`src/design/cobsdf_pkg.sv`:
```
// shared types, constants and checksum function of the cobs deframer
package cobsdf_pkg;

   localparam int unsigned MaxFrameCount = 511;
   localparam int unsigned LenWidth      = $clog2(MaxFrameCount + 1);
   localparam int unsigned CsrAddrWidth  = 3;
   localparam int unsigned CsrDataWidth  = 32;

   localparam logic [7:0]  DelimiterByte = 8'h00;
   localparam logic [7:0]  MaxCodeByte   = 8'hFF;
   localparam logic [15:0] CrcInit       = 16'hFFFF;
   localparam logic [15:0] CrcPolyRefl   = 16'h8408;
   localparam logic [15:0] CrcXorOut     = 16'hFFFF;
   localparam logic [7:0]  MinLenReset   = 8'd4;

   // register index, taken from the word address bit
   localparam logic [0:0] CSR_MIN_FRAME_LENGTH = 1'b0;

   typedef enum logic {
      KIND_DATA   = 1'b0,
      KIND_STATUS = 1'b1
   } kind_type;

   typedef enum logic [1:0] {
      STATUS_GOOD      = 2'd0,
      STATUS_BAD_CRC   = 2'd1,
      STATUS_TOO_SHORT = 2'd2
   } status_type;

   typedef struct packed {
      kind_type   kind;
      logic [7:0] data_byte;
      status_type frame_status;
   } rsp_type;

   // one byte of reflected crc-16/x-25, lsb first
   function automatic logic [15:0] crc_byte(input logic [15:0] acc, input logic [7:0] b);
      logic [15:0] c;
      c = acc ^ {8'h00, b};
      for (int i = 0; i < 8; i++) begin
         c = c[0] ? ((c >> 1) ^ CrcPolyRefl) : (c >> 1);
      end
      return c;
   endfunction

endpackage

```
`src/design/cobsdf_core.sv`:
```
// cobs decode, two-byte holdback, crc and end-of-frame status
module cobsdf_core (
   input  logic                 clock,
   input  logic                 reset,
   input  logic                 step,
   input  logic [7:0]           in_byte,
   input  logic [7:0]           min_len,
   output logic                 push,
   output cobsdf_pkg::rsp_type  result
);
   import cobsdf_pkg::*;

   logic [7:0]          group_ff, group_in;
   logic                short_ff, short_in;
   logic [LenWidth-1:0] len_ff, len_in;
   logic [7:0]          hb0_ff, hb0_in;
   logic [7:0]          hb1_ff, hb1_in;
   logic [1:0]          fill_ff, fill_in;
   logic [15:0]         crc_ff, crc_in;

   logic       dec_valid;
   logic [7:0] dec_byte;
   logic [15:0] rx_crc;

   assign rx_crc = {hb1_ff, hb0_ff};

   always_comb begin
      group_in  = group_ff;
      short_in  = short_ff;
      len_in    = len_ff;
      hb0_in    = hb0_ff;
      hb1_in    = hb1_ff;
      fill_in   = fill_ff;
      crc_in    = crc_ff;
      dec_valid = 1'b0;
      dec_byte  = 8'h00;
      push      = 1'b0;
      result    = '{kind: KIND_DATA, data_byte: 8'h00, frame_status: STATUS_GOOD};

      if (step && in_byte == DelimiterByte) begin
         push        = 1'b1;
         result.kind = KIND_STATUS;
         if (len_ff < {{(LenWidth-8){1'b0}}, min_len}) begin
            result.frame_status = STATUS_TOO_SHORT;
         end else if (fill_ff < 2'd2) begin
            result.frame_status = STATUS_BAD_CRC;
         end else if (rx_crc == (crc_ff ^ CrcXorOut)) begin
            result.frame_status = STATUS_GOOD;
         end else begin
            result.frame_status = STATUS_BAD_CRC;
         end
         group_in = 8'h00;
         short_in = 1'b0;
         len_in   = '0;
         fill_in  = 2'd0;
         crc_in   = CrcInit;
      end else if (step) begin
         if (len_ff < LenWidth'(MaxFrameCount)) begin
            len_in = len_ff + 1'b1;
         end
         if (group_ff == 8'h00) begin
            // code byte: a short previous group ends in an implied zero
            dec_valid = short_ff;
            dec_byte  = 8'h00;
            short_in  = (in_byte != MaxCodeByte);
            group_in  = in_byte - 8'd1;
         end else begin
            dec_valid = 1'b1;
            dec_byte  = in_byte;
            group_in  = group_ff - 8'd1;
         end
         if (dec_valid) begin
            if (fill_ff < 2'd2) begin
               if (fill_ff[0]) hb1_in = dec_byte;
               else            hb0_in = dec_byte;
               fill_in = fill_ff + 2'd1;
            end else begin
               push             = 1'b1;
               result.data_byte = hb0_ff;
               crc_in           = crc_byte(crc_ff, hb0_ff);
               hb0_in           = hb1_ff;
               hb1_in           = dec_byte;
            end
         end
      end
   end

   always_ff @(posedge clock) begin
      if (reset) begin
         group_ff <= 8'h00;
         short_ff <= 1'b0;
         len_ff   <= '0;
         fill_ff  <= 2'd0;
         crc_ff   <= CrcInit;
      end else begin
         group_ff <= group_in;
         short_ff <= short_in;
         len_ff   <= len_in;
         fill_ff  <= fill_in;
         crc_ff   <= crc_in;
      end
      hb0_ff <= hb0_in;
      hb1_ff <= hb1_in;
   end

   holdback_fill_range: assert property (@(posedge clock) disable iff (reset)
      fill_ff <= 2'd2)
      else $error("holdback fill above two");

   data_needs_full_holdback: assert property (@(posedge clock) disable iff (reset)
      push && result.kind == KIND_DATA |-> fill_ff == 2'd2)
      else $error("byte released before holdback is full");

   length_saturates: assert property (@(posedge clock) disable iff (reset)
      step && in_byte != DelimiterByte |=> len_ff != '0)
      else $error("length counter wrapped");

endmodule

```
`src/design/cobsdf_out_fifo.sv`:
```
// two-entry result buffer that decouples the core from the result channel
module cobsdf_out_fifo (
   input  logic                clock,
   input  logic                reset,
   input  logic                push,
   input  cobsdf_pkg::rsp_type push_data,
   output logic                room,
   output logic                out_valid,
   input  logic                out_ready,
   output cobsdf_pkg::rsp_type out_data
);
   import cobsdf_pkg::*;

   rsp_type    mem_ff [2];
   logic       wr_ff, wr_in;
   logic       rd_ff, rd_in;
   logic [1:0] cnt_ff, cnt_in;
   logic       pop;

   assign room      = (cnt_ff != 2'd2);
   assign out_valid = (cnt_ff != 2'd0);
   assign out_data  = mem_ff[rd_ff];
   assign pop       = out_valid && out_ready;

   always_comb begin
      wr_in  = push ? ~wr_ff : wr_ff;
      rd_in  = pop ? ~rd_ff : rd_ff;
      cnt_in = cnt_ff + {1'b0, push} - {1'b0, pop};
   end

   always_ff @(posedge clock) begin
      if (reset) begin
         wr_ff  <= 1'b0;
         rd_ff  <= 1'b0;
         cnt_ff <= 2'd0;
      end else begin
         wr_ff  <= wr_in;
         rd_ff  <= rd_in;
         cnt_ff <= cnt_in;
      end
      if (push) begin
         mem_ff[wr_ff] <= push_data;
      end
   end

   no_overflow: assert property (@(posedge clock) disable iff (reset)
      push |-> room)
      else $error("push into full result buffer");

   count_in_range: assert property (@(posedge clock) disable iff (reset)
      cnt_ff != 2'd3)
      else $error("result buffer count out of range");

   pointers_track_count: assert property (@(posedge clock) disable iff (reset)
      (cnt_ff == 2'd1) == (wr_ff != rd_ff))
      else $error("result buffer pointers disagree with count");

endmodule

```
`src/design/cobs_deframer_crc16_check.sv`:
```
// top level of the cobs deframer with crc-16/x-25 frame check
//
// takes one raw link byte per req transaction; a 0x00 byte closes a frame.
// bytes between delimiters are cobs-decoded, and decoded bytes leave on rsp
// two bytes late, since the last two decoded bytes of a frame are its crc
// (low byte first) and are never forwarded. each delimiter yields one status
// transaction (tuser high): good, crc mismatch, or too short when fewer than
// min_frame_length encoded bytes came in. throughput is one byte per clock
// while the result buffer has room; a byte reaches rsp through two register
// stages (input register, then the decode/crc logic writes the two-entry
// result buffer). when the result buffer is full the input register holds its
// byte and req_tready drops. the byte-wide crc update and the group counter
// sit in one stage, which sets the clock rate. min_frame_length sits at csr
// address 0 and should only be written while no frame traffic is in flight.
module cobs_deframer_crc16_check (
   input  logic                                      clock,
   input  logic                                      reset,
   // input stream
   input  logic                                      req_tvalid,
   output logic                                      req_tready,
   input  logic [7:0]                                req_tdata,    // [7:0] in_byte
   // result stream
   output logic                                      rsp_tvalid,
   input  logic                                      rsp_tready,
   output logic [15:0]                               rsp_tdata,    // [7:0] data_byte,
                                                                   // [9:8] frame_status
   output logic                                      rsp_tuser,    // [0] result_kind
   // register port
   input  logic                                      csr_psel,
   input  logic                                      csr_penable,
   input  logic                                      csr_pwrite,
   input  logic [cobsdf_pkg::CsrAddrWidth-1:0]       csr_paddr,
   input  logic [cobsdf_pkg::CsrDataWidth-1:0]       csr_pwdata,
   output logic [cobsdf_pkg::CsrDataWidth-1:0]       csr_prdata,
   output logic                                      csr_pready
);
   import cobsdf_pkg::*;

   // min frame length register
   logic [7:0] min_len_ff;
   logic       csr_wr;
   logic       csr_hit;

   // input register stage
   logic       in_valid_ff;
   logic [7:0] in_byte_ff;
   logic       advance;

   // core to buffer
   logic    push;
   rsp_type core_rsp;
   logic    room;
   rsp_type out_rsp;

   assign csr_pready = 1'b1;
   assign csr_hit    = (csr_paddr[CsrAddrWidth-1] == CSR_MIN_FRAME_LENGTH) &&
                       (csr_paddr[CsrAddrWidth-2:0] == '0);
   assign csr_wr     = csr_psel && csr_penable && csr_pwrite && csr_pready;
   assign csr_prdata = csr_hit ? {{(CsrDataWidth-8){1'b0}}, min_len_ff} : '0;

   always_ff @(posedge clock) begin
      if (reset) begin
         min_len_ff <= MinLenReset;
      end else if (csr_wr && csr_hit) begin
         min_len_ff <= csr_pwdata[7:0];
      end
   end

   // the held byte is processed whenever the buffer has a free slot
   assign advance    = in_valid_ff && room;
   assign req_tready = !in_valid_ff || advance;

   always_ff @(posedge clock) begin
      if (reset) begin
         in_valid_ff <= 1'b0;
      end else if (req_tready) begin
         in_valid_ff <= req_tvalid;
      end
      if (req_tready && req_tvalid) begin
         in_byte_ff <= req_tdata;
      end
   end

   cobsdf_core u_core (
      .clock   (clock),
      .reset   (reset),
      .step    (advance),
      .in_byte (in_byte_ff),
      .min_len (min_len_ff),
      .push    (push),
      .result  (core_rsp)
   );

   cobsdf_out_fifo u_out (
      .clock     (clock),
      .reset     (reset),
      .push      (push),
      .push_data (core_rsp),
      .room      (room),
      .out_valid (rsp_tvalid),
      .out_ready (rsp_tready),
      .out_data  (out_rsp)
   );

   // unused fields are zero in both kinds of result
   assign rsp_tdata = {6'b000000, out_rsp.frame_status, out_rsp.data_byte};
   assign rsp_tuser = out_rsp.kind;

   status_only_on_delimiter: assert property (@(posedge clock) disable iff (reset)
      push && core_rsp.kind == KIND_STATUS |-> in_byte_ff == DelimiterByte)
      else $error("status result without delimiter");

   data_result_clean: assert property (@(posedge clock) disable iff (reset)
      push && core_rsp.kind == KIND_DATA |-> core_rsp.frame_status == STATUS_GOOD)
      else $error("data result carries a status");

   delimiter_always_reports: assert property (@(posedge clock) disable iff (reset)
      advance && in_byte_ff == DelimiterByte |-> push)
      else $error("delimiter gave no status");

   held_byte_waits: assert property (@(posedge clock) disable iff (reset)
      in_valid_ff && !room |=> in_valid_ff && $stable(in_byte_ff))
      else $error("held byte lost while buffer full");

endmodule

```
`config.mk`:
```
export PLATFORM = sky130hd
export DESIGN_NAME = cobs_deframer_crc16_check
export DESIGN_NICKNAME = d
export VERILOG_FILES = /design/src/design/cobsdf_pkg.sv /design/src/design/cobsdf_core.sv /design/src/design/cobsdf_out_fifo.sv /design/src/design/cobs_deframer_crc16_check.sv
export SDC_FILE = /design/constraint.sdc
export NUM_CORES = 1
export LEC_CHECK = 0
export ABC_AREA = 1
export BUFFER_PORTS_ARGS = -buffer_cell sky130_fd_sc_hd__buf_2
export CORE_MARGIN = 3
export CORE_UTILIZATION = 25
export DETAILED_ROUTE_END_ITERATION = 8
export SLEW_MARGIN = 30
export SYNTH_ARGS = -nofsm -noshare
export SYNTH_HDL_FRONTEND = slang
export SYNTH_SLANG_ARGS = --single-unit
```
`constraint.sdc`:
```
create_clock -name clock -period 3.36 [get_ports clock]
set_clock_uncertainty 0.1 [all_clocks]
set_input_delay 0.168 -clock clock [delete_from_list [all_inputs] [get_ports clock]]
set_output_delay 0.168 -clock clock [all_outputs]
set_load 0.02 [all_outputs]
```
==> results.toml <==
[synth]
synth_top_cell_area_share_pct = 28.3
synthDistinctLibCells = 40
syn-cell-area_sq_um = 4890
synth.area.top_cells = "sky130_fd_sc_hd__edfxtp_1 (28%), sky130_fd_sc_hd__dfxtp_1 (20%), sky130_fd_sc_hd__nand2_1 (7.4%)"
yosysTopAreaCell = "sky130_fd_sc_hd__edfxtp_1"
yosys_warnings = 0
synth_seq_area_share_pct = 48.7
post_syn_area_per_cell_sq_um = 8.98
postSynthCellCount = 544
ys_ff_latch = 96

[floorplan]
starting_utilization_of_the_core_area_pct = 25.8
fp-row-count = 50
floorplan.die_area_sq_um = 21300
floorplan.die.width_um = 146
core_sq_um = 19000
floorplan.die.height_um = 146
top_ports = 102

[pwr]
leakage_power_total_nw = 2.34
powerDensity_nw_per_um2 = 539
totalPowerFinal_w = 0.00307
ir_worst_vdd_v = 0.000270

[global_routing]
gr-usage-met2_pct = 14.9
antenna_violations_before_repair = 0
most_utilized_layer_in_the_global_route_result = "met2"
globalRouteOverflowTotal = 0
grt_max_degree = 23
vias_in_the_first_global_route = 3410
use_met1_pct = 13.0
groute.usage.overall_pct = 9.67
grt_first_pass_wirelength_um = 16800
grt_use_met3_pct = 3.08

[clocking]
cts_made_buffers = 9
clockRootBuffer = "sky130_fd_sc_hd__clkbuf_16"
numClockSinks = 96
cts_tree = "done"
ctsLongestPathBuffers = 2
clk_pin_slew_worst_paths_ps = 70
cts.repair_timing.setup_buffer_count = 0
h-tree-depth = 3
clk-insertion-delay-late_ps = 350

[setup_path]
r2r_setup_slack_ps = 1060
cp_data_required_time_ps = 3550
timing_worst_setup_path_type = "reg -> reg"
setup.worst_path.start_class = "register"
ff2ff_path_depth = 9
worstReg2RegEnd = "u_out.cnt_ff[1]"
critical_path_arrival_ps = 2500
r2r_start = "in_byte_ff[1]"
cp_max_fo = 13
worst_setup_path_end_kind = "register"

[detailed_routing]
vias = 3520
wl_per_cell_um = 11.4
detail_route.iter0.violations = 170
drt-pass1-iter-count = 4
detail_route.drc_violations = 0
totalWireLength_um = 9940
ant_nets = 0
vias_per_cell = 4.05

[finish]
design.final.nets = 667
fill_count = 1987
layout-area-overhead-vs-synth_pct = 16.7
antennaDiodeCount = 0
share_of_cells_above_drive_strength_1_pct = 16.4
ff_latch_area_sq_um = 2380
multi_input_area_sq_um = 2080

[hold_path]
hold-path-cell-count = 2
holdPathEnd = "u_out.cnt_ff[0]"
hold_path.class = "in -> reg"
timing.hold.worst.start = "reset"

[timing]
number_of_failing_hold_endpoints_at_the_final_stage = 0
finalSetupViolations = 0
rsz_0062_raised_after_global_routing = "false"
shortest_clock_period_the_worst_path_allows_after_layout_ps = 2300
timing_worst_slew_pin_value_ps = 740
clock.fmax_ghz = 0.434
final_min_period_over_clock_period_pct = 68.6
timing.setup.tns_ps = 0
relSlewSlack_pct = 50.5
timing.final.max_slew_violations = 0

[place]
place_congestion = 0.799
sum_of_net_half_perimeters_after_detailed_placement_um = 7280
buffer_ports.inserted = 46

[flow_run]
cap_viol_max_count = 0

[outcome]
run_status = "completed"
## Yosys cell counts
library cell               count
sky130_fd_sc_hd__buf_4        35
sky130_fd_sc_hd__inv_4         1
sky130_fd_sc_hd__dfxtp_1      50
sky130_fd_sc_hd__buf_6         2
sky130_fd_sc_hd__a21oi_1      38
sky130_fd_sc_hd__xnor2_2       1
sky130_fd_sc_hd__xor2_1       21
sky130_fd_sc_hd__clkbuf_1      5
sky130_fd_sc_hd__nor2_1       62
sky130_fd_sc_hd__and3_1        1
sky130_fd_sc_hd__nand2_2       4
sky130_fd_sc_hd__mux2_2       11
sky130_fd_sc_hd__nor2_8        3
sky130_fd_sc_hd__o21ai_4       1
sky130_fd_sc_hd__a21oi_2       2
sky130_fd_sc_hd__nand2_1      96
sky130_fd_sc_hd__nand3_2       1
sky130_fd_sc_hd__nor3b_2       1
sky130_fd_sc_hd__ha_1         13
sky130_fd_sc_hd__a31oi_1       2
sky130_fd_sc_hd__o21ai_0      21
sky130_fd_sc_hd__xor2_2        2
sky130_fd_sc_hd__o21a_1        2
sky130_fd_sc_hd__inv_2         4
sky130_fd_sc_hd__nor3_1        9
sky130_fd_sc_hd__o31ai_1       2
sky130_fd_sc_hd__nor3_4        1
sky130_fd_sc_hd__nand2_4       1
sky130_fd_sc_hd__o21ai_1       9
sky130_fd_sc_hd__xnor2_1       5
sky130_fd_sc_hd__conb_1        2
sky130_fd_sc_hd__nand3_1      16
sky130_fd_sc_hd__or2_2         1
sky130_fd_sc_hd__nor2_2        2
sky130_fd_sc_hd__o211ai_1      4
sky130_fd_sc_hd__o21bai_1      1
sky130_fd_sc_hd__edfxtp_1     46
sky130_fd_sc_hd__nand4_1      11
sky130_fd_sc_hd__inv_1        54
sky130_fd_sc_hd__buf_2         1
## cell type report
type	instances	share of cell area, %
sequential	96	41.8
multi-input combinational	375	36.5
timing repair buffer	63	6.93
tap	260	5.70
clock buffer	9	3.95
inverter	59	3.93
clock inverter	7	1.23
## timing repair
item,CTS,global route
hold buffers,15,0
resized for setup,0,0
hold endpoints to repair,15,0
## per-layer routing
layer  routed length [um]  vias up
met5                    0        -
met4                  123        0
met3                  400       12
met2                 4360       62
met1                 5050     1599
li1                     -     1847
## registers in the layout, summed over array words and instances (netlist names), named ones only
name,count
in_valid_ff,1
u_core.hb0_ff,8
u_out.wr_ff,1
u_core.group_ff,8
u_core.len_ff,9
u_out.rd_ff,1
min_len_ff,8
in_byte_ff,8
u_core.short_ff,1
u_core.hb1_ff,8
u_out.mem_ff,22
u_out.cnt_ff,2
u_core.crc_ff,16
u_core.fill_ff,2
## cell families (layout without fill, tap and decap cells)
family | Yosys count | count (layout) | share of synthesized area [%]
fa+ha+maj | 13 | 13 | 3.33
mux | 11 | 11 | 2.53
compound gates | 82 | 82 | 9.29
buf+inv | 102 | 138 | 10.9
flops | 96 | 96 | 48.7
other cells | 2 | 31 | 0.154
xor+xnor | 29 | 29 | 5.66
simple gates | 209 | 209 | 19.4
## layout by cell type, fill, tap and decap left out, types with 13 or more instances in the layout
master / n
sky130_fd_sc_hd__nand2_1: 96
sky130_fd_sc_hd__nor2_1: 62
sky130_fd_sc_hd__inv_1: 54
sky130_fd_sc_hd__dfxtp_1: 50
sky130_fd_sc_hd__edfxtp_1: 46
sky130_fd_sc_hd__buf_2: 46
sky130_fd_sc_hd__a21oi_1: 38
sky130_fd_sc_hd__conb_1: 31
sky130_fd_sc_hd__xor2_1: 21
sky130_fd_sc_hd__o21ai_0: 21
sky130_fd_sc_hd__nand3_1: 16
sky130_fd_sc_hd__dlygate4sd3_1: 15
sky130_fd_sc_hd__ha_1: 13
## per-stage QoR
stage | area [sq um] | std cells | worst slack (ps) | util (%) | hold WS [ps]
after floorplan | 5000 | 573 | 1310 | - | 137
after global placement | 5260 | 838 | 1090 | 27.7 | 246
after detailed placement | 5260 | 838 | 1040 | 27.7 | 247
after CTS | 5700 | 869 | 1030 | 30.1 | 9.31
after global routing | 5700 | 869 | 775 | 30.1 | 21.7
final | 5700 | 869 | 1060 | 30.1 | 16.4
## worst max-delay path, cell delays in order, from the launching register on
cell and delay, ps:
sky130_fd_sc_hd__edfxtp_1 450, sky130_fd_sc_hd__inv_1 120, sky130_fd_sc_hd__nand4_1 150, sky130_fd_sc_hd__nor3_4 640, sky130_fd_sc_hd__nor2_2 110, sky130_fd_sc_hd__inv_1 110
sky130_fd_sc_hd__ha_1 160, sky130_fd_sc_hd__xor2_1 180, sky130_fd_sc_hd__o21ai_0 90, sky130_fd_sc_hd__a21oi_1 120
## report_power, final
part	switching, W	internal (W)	leakage, nW
clock	0.000493	0.000523	0.142
sequential	0.0000684	0.00132	0.803
combinational	0.000445	0.000227	1.39
## worst max path at each step
stage                              from            endpoint  slack [ps]  cells after the start
after CTS                 in_byte_ff[1]    u_core.hb0_ff[2]        1030                      6
after global routing      in_byte_ff[2]     u_out.cnt_ff[1]         770                      9
after detailed placement  in_byte_ff[2]     u_out.cnt_ff[1]        1040                      9
after global placement    in_byte_ff[1]     u_out.cnt_ff[1]        1090                      9
after floorplan           in_byte_ff[0]  u_out.mem_ff[1][0]        1310                      5
final                     in_byte_ff[1]     u_out.cnt_ff[1]        1060                      9
No activity file was read; power rests on OpenSTA's default activity.
